File: src/rtl/core/ddas_pkg.sv
// shared types and constants for the decimal digit add/sub block
package ddas_pkg;

  localparam int unsigned DigitW = 4;
  localparam int unsigned PosW   = 5;

  localparam logic [DigitW-1:0] MaxDigit = 4'd9;
  localparam logic [DigitW:0]   Radix    = 5'd10;

  // digit pair held in one cell: a is the first operand, b the second
  typedef struct packed {
    logic [DigitW-1:0] a;
    logic [DigitW-1:0] b;
  } pair_t;

  // what every cell does in a cycle
  typedef enum logic [2:0] {
    CELL_HOLD,
    CELL_SHIFT_A,
    CELL_SHIFT_B,
    CELL_FROM_LEFT,
    CELL_FROM_RIGHT
  } cell_op_e;

endpackage

File: src/rtl/core/ddas_cell.sv
// one cell of the digit chain: holds one position of both operands
module ddas_cell import ddas_pkg::*; (
  input  logic     clk_i,
  input  logic     rst_ni,
  input  cell_op_e op_i,
  input  pair_t    left_i,
  input  pair_t    right_i,
  output pair_t    pair_o
);

  pair_t pair_q, pair_d;

  always_comb begin
    pair_d = pair_q;
    case (op_i)
      CELL_HOLD:       pair_d = pair_q;
      CELL_SHIFT_A:    pair_d.a = right_i.a;
      CELL_SHIFT_B:    pair_d.b = right_i.b;
      CELL_FROM_LEFT:  pair_d = left_i;
      CELL_FROM_RIGHT: pair_d = right_i;
      default:         pair_d = pair_q;
    endcase
  end

  always_ff @(posedge clk_i or negedge rst_ni) begin
    if (!rst_ni) begin
      pair_q <= '0;
    end else begin
      pair_q <= pair_d;
    end
  end

  assign pair_o = pair_q;

endmodule

File: src/rtl/core/ddas_digit_alu.sv
// serial bcd digit adder and subtractor with carry and borrow registers
module ddas_digit_alu import ddas_pkg::*; (
  input  logic              clk_i,
  input  logic              rst_ni,
  input  logic              clear_i,
  input  logic              step_i,
  input  logic [DigitW-1:0] a_i,
  input  logic [DigitW-1:0] b_i,
  output logic [DigitW-1:0] sum_o,
  output logic [DigitW-1:0] diff_o,
  output logic              borrow_o
);

  logic          carry_q, borrow_q;
  logic [DigitW:0] sum_raw, sub_raw, a_ext;
  logic          carry_d, borrow_d;

  always_comb begin
    a_ext    = {1'b0, a_i};
    sum_raw  = a_ext + {1'b0, b_i} + {{DigitW{1'b0}}, carry_q};
    carry_d  = (sum_raw >= Radix);
    sum_o    = carry_d ? DigitW'(sum_raw - Radix) : sum_raw[DigitW-1:0];
    sub_raw  = {1'b0, b_i} + {{DigitW{1'b0}}, borrow_q};
    borrow_d = (a_ext < sub_raw);
    diff_o   = borrow_d ? DigitW'(a_ext + Radix - sub_raw) : DigitW'(a_ext - sub_raw);
  end

  assign borrow_o = borrow_d;

  always_ff @(posedge clk_i or negedge rst_ni) begin
    if (!rst_ni) begin
      carry_q  <= 1'b0;
      borrow_q <= 1'b0;
    end else if (clear_i) begin
      carry_q  <= 1'b0;
      borrow_q <= 1'b0;
    end else if (step_i) begin
      carry_q  <= carry_d;
      borrow_q <= borrow_d;
    end
  end

endmodule

File: src/rtl/core/decimal_digit_add_sub.sv
// top level of the decimal digit adder and subtractor
//
// input channel: a transaction is taken at a rising edge with start_i high and
// busy_o low. mode_i picks the operand (0 first, 1 second), digit_i is the
// digit (values above nine count as nine), last_i marks the final digit.
// digits arrive most significant first and shift into a chain of DIGITS cells
// from the least significant end, so both numbers end up right-aligned;
// digits beyond the capacity of an operand are dropped.
// loading never raises busy_o, so digits can be taken back to back.
// the second operand's closing digit starts a run: first the chain rotates
// through one serial bcd adder/subtractor, least significant first, then the
// chain shifts out toward position 0, one result per cycle with
// result_valid_o high. the first result shows once the arithmetic pass is
// over; busy_o stays high until the chain has emptied.
// the final borrow of the subtraction doubles as the magnitude compare.
// emptying the chain leaves both stores cleared, counts clear at the end of
// the arithmetic pass. results cannot be stalled: each is on the ports for
// one cycle only. reset clears the chain, counts and control.
module decimal_digit_add_sub import ddas_pkg::*; #(
  parameter int unsigned DIGITS = 32
) (
  input  logic              clk_i,
  input  logic              rst_ni,
  input  logic              start_i,
  output logic              busy_o,
  input  logic              mode_i,
  input  logic [DigitW-1:0] digit_i,
  input  logic              last_i,
  output logic              result_valid_o,
  output logic [PosW-1:0]   position_o,
  output logic [DigitW-1:0] sum_digit_o,
  output logic [DigitW-1:0] diff_digit_o,
  output logic              diff_ok_o,
  output logic              end_of_run_o
);

  localparam int unsigned CntW = $clog2(DIGITS + 1);
  localparam int unsigned ExtW = (CntW > PosW) ? CntW : PosW;

  typedef enum logic [1:0] {
    ST_LOAD,
    ST_CALC,
    ST_EMIT
  } state_e;

  state_e          state_q, state_d;
  logic [CntW-1:0] step_q, step_d;
  logic [CntW-1:0] first_cnt_q, first_cnt_d;
  logic [CntW-1:0] second_cnt_q, second_cnt_d;
  logic            ok_q, ok_d;

  logic              accept;
  logic              last_step;
  logic [DigitW-1:0] digit_sat;
  cell_op_e          cell_op;
  pair_t             res_pair;
  pair_t             tail_in;
  pair_t             cell_q    [DIGITS];
  pair_t             left_in   [DIGITS];
  pair_t             right_in  [DIGITS];
  logic [DigitW-1:0] alu_sum, alu_diff;
  logic              alu_borrow;
  logic [ExtW-1:0]   pos_ext;

  assign accept    = start_i && (state_q == ST_LOAD);
  assign last_step = (step_q == CntW'(DIGITS - 1));
  assign digit_sat = (digit_i > MaxDigit) ? MaxDigit : digit_i;

  // chain control for this cycle
  always_comb begin
    cell_op = CELL_HOLD;
    case (state_q)
      ST_LOAD: begin
        if (accept && !mode_i && (first_cnt_q < CntW'(DIGITS))) begin
          cell_op = CELL_SHIFT_A;
        end else if (accept && mode_i && (second_cnt_q < CntW'(DIGITS))) begin
          cell_op = CELL_SHIFT_B;
        end
      end
      ST_CALC: cell_op = CELL_FROM_LEFT;
      ST_EMIT: cell_op = CELL_FROM_RIGHT;
      default: cell_op = CELL_HOLD;
    endcase
  end

  // new digit enters at the tail while loading, zeros while emptying
  always_comb begin
    tail_in = '0;
    if (state_q == ST_LOAD) begin
      tail_in.a = digit_sat;
      tail_in.b = digit_sat;
    end
  end

  // results of the serial unit re-enter at the head of the chain
  assign res_pair.a = alu_sum;
  assign res_pair.b = alu_diff;

  for (genvar i = 0; i < DIGITS; i++) begin : g_cell
    if (i == 0) begin : g_head
      assign left_in[i] = res_pair;
    end else begin : g_mid_l
      assign left_in[i] = cell_q[i-1];
    end
    if (i == DIGITS - 1) begin : g_tail
      assign right_in[i] = tail_in;
    end else begin : g_mid_r
      assign right_in[i] = cell_q[i+1];
    end

    ddas_cell u_cell (
      .clk_i   (clk_i),
      .rst_ni  (rst_ni),
      .op_i    (cell_op),
      .left_i  (left_in[i]),
      .right_i (right_in[i]),
      .pair_o  (cell_q[i])
    );
  end

  // least significant pair sits at the tail during the arithmetic pass
  ddas_digit_alu u_alu (
    .clk_i    (clk_i),
    .rst_ni   (rst_ni),
    .clear_i  (state_q == ST_LOAD),
    .step_i   (state_q == ST_CALC),
    .a_i      (cell_q[DIGITS-1].a),
    .b_i      (cell_q[DIGITS-1].b),
    .sum_o    (alu_sum),
    .diff_o   (alu_diff),
    .borrow_o (alu_borrow)
  );

  always_comb begin
    state_d      = state_q;
    step_d       = step_q;
    first_cnt_d  = first_cnt_q;
    second_cnt_d = second_cnt_q;
    ok_d         = ok_q;
    case (state_q)
      ST_LOAD: begin
        if (cell_op == CELL_SHIFT_A) begin
          first_cnt_d = first_cnt_q + 1'b1;
        end
        if (cell_op == CELL_SHIFT_B) begin
          second_cnt_d = second_cnt_q + 1'b1;
        end
        if (accept && mode_i && last_i) begin
          state_d = ST_CALC;
          step_d  = '0;
        end
      end
      ST_CALC: begin
        step_d = step_q + 1'b1;
        if (last_step) begin
          // no final borrow means second value is not above the first
          ok_d         = (second_cnt_q <= first_cnt_q) && !alu_borrow;
          first_cnt_d  = '0;
          second_cnt_d = '0;
          state_d      = ST_EMIT;
          step_d       = '0;
        end
      end
      ST_EMIT: begin
        step_d = step_q + 1'b1;
        if (last_step) begin
          state_d = ST_LOAD;
          step_d  = '0;
        end
      end
      default: state_d = ST_LOAD;
    endcase
  end

  always_ff @(posedge clk_i or negedge rst_ni) begin
    if (!rst_ni) begin
      state_q      <= ST_LOAD;
      step_q       <= '0;
      first_cnt_q  <= '0;
      second_cnt_q <= '0;
      ok_q         <= 1'b0;
    end else begin
      state_q      <= state_d;
      step_q       <= step_d;
      first_cnt_q  <= first_cnt_d;
      second_cnt_q <= second_cnt_d;
      ok_q         <= ok_d;
    end
  end

  // result ports read the head cell while the chain empties
  assign pos_ext        = ExtW'(step_q);
  assign busy_o         = (state_q != ST_LOAD);
  assign result_valid_o = (state_q == ST_EMIT);
  assign position_o     = pos_ext[PosW-1:0];
  assign sum_digit_o    = cell_q[0].a;
  assign diff_digit_o   = ok_q ? cell_q[0].b : '0;
  assign diff_ok_o      = ok_q;
  assign end_of_run_o   = (state_q == ST_EMIT) && last_step;

endmodule
File: config.mk
export PLATFORM = sky130hd
export DESIGN_NAME = decimal_digit_add_sub
export DESIGN_NICKNAME = d
export VERILOG_FILES = /design/src/rtl/core/ddas_pkg.sv /design/src/rtl/core/ddas_cell.sv /design/src/rtl/core/ddas_digit_alu.sv /design/src/rtl/core/decimal_digit_add_sub.sv
export SDC_FILE = /design/constraint.sdc
export NUM_CORES = 1
export LEC_CHECK = 0
export BUFFER_PORTS_ARGS = -buffer_cell sky130_fd_sc_hd__buf_2
export CORE_AREA = 2 2 190 192
export CTS_CLUSTER_SIZE = 16
export DETAILED_ROUTE_END_ITERATION = 16
export DIE_AREA = 0 0 192 194
export GPL_TIMING_DRIVEN = 0
export PLACE_DENSITY_LB_ADDON = 0.2
export SKIP_CTS_REPAIR_TIMING = 1
export SKIP_LAST_GASP = 1
export SLEW_MARGIN = 20
export SYNTH_ARGS = -nofsm -noshare
export SYNTH_HDL_FRONTEND = slang
export SYNTH_SLANG_ARGS = --single-unit
File: constraint.sdc
create_clock -name clk_i -period 6.5 [get_ports clk_i]
set_input_delay 1.3 -clock clk_i [delete_from_list [all_inputs] [get_ports clk_i]]
set_output_delay 1.3 -clock clk_i [all_outputs]
set_load 0.02 [all_outputs]
==> flow_summary_export.csv <==
group,metric,value,unit
outcome,status,"finished, final reports clean",
clock_tree,cts_buffers,34,
worst_setup_path,arrival,2310,ps
placed_design,routabilityCongestion,0.827,
synthesis,async_flop_share,100,%
synthesis,yosysTopAreaCell,"dfrtp_1",
floorplan,start_util,39.4,%
synthesis,netlist_area,13900,µm²
worst_setup_path,crit_family,"buffers and inverters",
sta,final-hold-violation-count,0,
global_route,use_met1,28.1,%
route,antenna_left,0,
synthesis,ys_top_cells_by_area,"dfrtp_1 50%, mux2i_1 18%, o21ai_1 7.6%",
final_layout,fin_nets,1473,
worst_setup_path,cp.depth,6,
route,routedWlPerCell,18.6,µm
floorplan,die-area,37200,µm²
pwr,sw_frac_of_total,39.2,%
pwr,p_switching,3350,µW
clock_tree,cts.clk_slew.worst_paths,60,ps
global_route,grt_overflow,0,
global_route,grt_use_met3,2.43,%
clock_tree,worstSkewPairLatency,510,ps
placed_design,hpwl,25000,µm
placed_design,placed_cells,1860,
pwr,p_per_area,543,nW/µm²
global_route,grt_max_degree,93,
final_layout,antenna_cells,0,
worst_setup_path,cp_common_cell,"inv_1",
floorplan,coreArea,35200,µm²
clock_tree,cts_tree,"built",
route,initialDrtViolationCount,588,
synthesis,synth.avg_cell_area,10.1,µm²
worst_setup_path,crit_slowest_cell,"dfrtp_1",
route,routed_via_density,5.35,
synthesis,ys_seq_area_share,50.2,%
job,drv_cap,0,
global_route,antenna_found_initial,0,
worst_setup_path,cp-end-kind,"output pin",
floorplan,die_width,192,µm
floorplan,io_pins,26,
synthesis,synth_edf_count,0,
sta,skew,11.8,ps
pwr,power_frac_clock,21.3,%
global_route,busiest_layer,"met2",
pwr,ir_worst_vdd,0.265,mV
worst_setup_path,reg2reg_depth,9,
synthesis,yosys_warnings,0,
worst_setup_path,crit_chain,"inv_1 > ha_1 > buf_4 > inv_1 > clkbuf_1 > buf_2",
sta,setup_violations,0,
route,vias,10261,
global_route,grt_pass1_vias,10413,
floorplan,num_rows,69,
global_route,gr-usage-all-layers,19.7,%
clock_tree,root_buffer,"clkbuf_16",
synthesis,synth.distinct_cells,63,
pwr,cell_internal_pwr,5210,µW
worst_setup_path,crit_type,"register to output pin",
global_route,grt_pass1_wl,58500,µm
pwr,power.leakage,0.00718,µW
sta,worstMarginPinSlew,1130,ps
global_route,grt_use_met2,31.2,%
sta,hold_slack,505,ps
sta,relSlewSlack,24.7,%
clock_tree,cts_sinks,279,
synthesis,netlist_instances,1371,
worst_setup_path,path_max_fanout,10,
sta,max_freq,277,MHz
worst_setup_path,cp.buffers_inverters,5,
final_layout,layout-drive-gt1-share,10.1,%
sta,rsz0062_at_grt,"false",
synthesis,synth_seq_cells,279,
sta,period_share,55.5,%
final_layout,stdcell_count,1919,
route,drc,0,
floorplan,die_height,194,µm
clock_tree,cts_max_level,2,
sta,finalCriticalPeriod,3610,ps
final_layout,area_growth,13.4,%
worst_setup_path,slowest_delay,440,ps
route,first_pass_iters,5,
worst_setup_path,crit_path_start_kind,"register",
clock_tree,clock_path_buffers,3,
sta,slew_violations,0,
pwr,finalPower,8560,µW
hold_path,hold_depth,2,
pwr,combinationalPowerShare,40.1,%
synthesis,yosysTopAreaCellShare,50.2,%
synthesis,syn-num-nets,1409,
worst_setup_path,critical_path_required,5200,ps
synthesis,synth_ff_type,"dfrtp_1",
placed_design,io_buffers,25,
route,routed_wl,35700,µm
pwr,seqPwrFrac,38.6,%
hold_path,min_path_type,"register to register",
-- tightest hold or removal path, stage by stage, from the launching register on --
cell	delay, ps
dfrtp_1	360
nand2_1	50
o21ai_0	60
-- placed cells by master (no fill, tap or decap), drive strengths merged, types with 3 or more instances in the layout --
cell type    n
nand2      271
nor2b        6
nand2b       3
o21ai      271
a22o         3
clkbuf     100
buf         84
o2bb2ai      4
clkinv       5
ha          25
mux2i      250
and2         5
fa           4
nor3         8
a21oi       24
nand3       16
dfrtp      279
nor3b        3
nor2        11
mux2         4
xnor2        4
inv         23
and4         3
o21a         4
nor4b        3
a21o         6
-- path summary, 6_finish.rpt --
| check | endpoint | startpoint | slack [ps] |
|---|---|---|---|
| setup reg to reg | g_cell[0].u_cell.pair_o[2]$_DFFE_PN0P_ | g_cell[31].u_cell.pair_o[0]$_DFFE_PN0P_ | 3720 |
| hold reg to reg | g_cell[6].u_cell.pair_o[0]$_DFFE_PN0P_ | g_cell[7].u_cell.pair_o[0]$_DFFE_PN0P_ | 510 |
| setup / recovery | busy_o | state_q[0]$_DFFE_PN0P_ | 2890 |
| min in group asynchronous | pos_ext[2]$_DFFE_PN0P_ | rst_ni | 690 |
| hold / removal | g_cell[6].u_cell.pair_o[0]$_DFFE_PN0P_ | g_cell[7].u_cell.pair_o[0]$_DFFE_PN0P_ | 510 |
| max in group asynchronous | g_cell[15].u_cell.pair_o[2]$_DFFE_PN0P_ | rst_ni | 4730 |
-- sequential cells by signal (all words and copies together), names as in the netlist --
| signal | flops |
|---|---|
| diff_ok_o | 1 |
| u_alu.carry_q | 1 |
| state_q | 2 |
| g_cell.u_cell.pair_o | 256 |
| second_cnt_q | 6 |
| u_alu.borrow_q | 1 |
| pos_ext | 6 |
| first_cnt_q | 6 |
-- cells in the mapped netlist (4+ instances only) --
cell         n
a21o_1       6
a21oi_1     23
and2_1       5
buf_2       31
buf_4       18
buf_6        6
clkbuf_1    47
dfrtp_1    279
fa_1         4
ha_1        25
inv_1       22
mux2_2       4
mux2i_1    250
nand2_1    271
nand3_1     16
nor2_1      11
nor2b_1      5
nor3_1       6
o21a_1       4
o21ai_0     59
o21ai_1    212
o2bb2ai_1    4
xnor2_1      4
-- power groups by stage --
stage          combinational [µW]  clock [µW]  sequential, µW
3_3_place_gp                 3380           0            3300
4_1_cts                      3480        1870            3290
5_1_grt                      3850        1930            3410
3_5_place_dp                 3460           0            3320
6_report                     3430        1830            3300
2_1_floorplan                2690           0            3060
-- cell type report --
type / instances / area (µm²)
multi-input combinational: 967 / 6290
tap: 461 / 577
buffer: 103 / 538
inverter: 22 / 82.6
sequential: 279 / 6980
clock buffer: 53 / 1030
clock inverter: 6 / 33.8
timing repair buffer: 28 / 218
fill: 3407 / 19500
-- metrics by stage --
stage	util, %	area, µm²	setup WS [ps]	setup TNS [ps]
3_5_place_dp	41.7	14700	3380	0
3_3_place_gp	41.4	14600	-1350	-364690
5_1_grt	44.7	15800	2790	0
2_1_floorplan	-	13900	3810	0
6_report	44.7	15800	2890	0
4_1_cts	44.7	15800	2880	0
-- metal layers --
metal | wire length [µm] | vias to the layer above
li1 | - | 4906
met1 | 17200 | 5172
met2 | 16500 | 129
met3 | 997 | 54
met4 | 1020 | 0
met5 | 0 | -
-- cells by family (layout without fill, tap and decap cells) --
logic type               count (synthesis)  count (layout)  synth area share [%]
flip-flops                             279             279                  50.2
adder cells (fa/ha/maj)                 29              29                  2.83
buffers and inverters                  125             212                  4.47
XOR/XNOR                                 6               6                 0.378
AO/OA/AOI/OAI                          332             332                  12.9
multiplexers                           254             254                  18.3
AND/OR/NAND/NOR                        346             346                  10.8
Note: power is estimated with default switching activity, not from simulation.
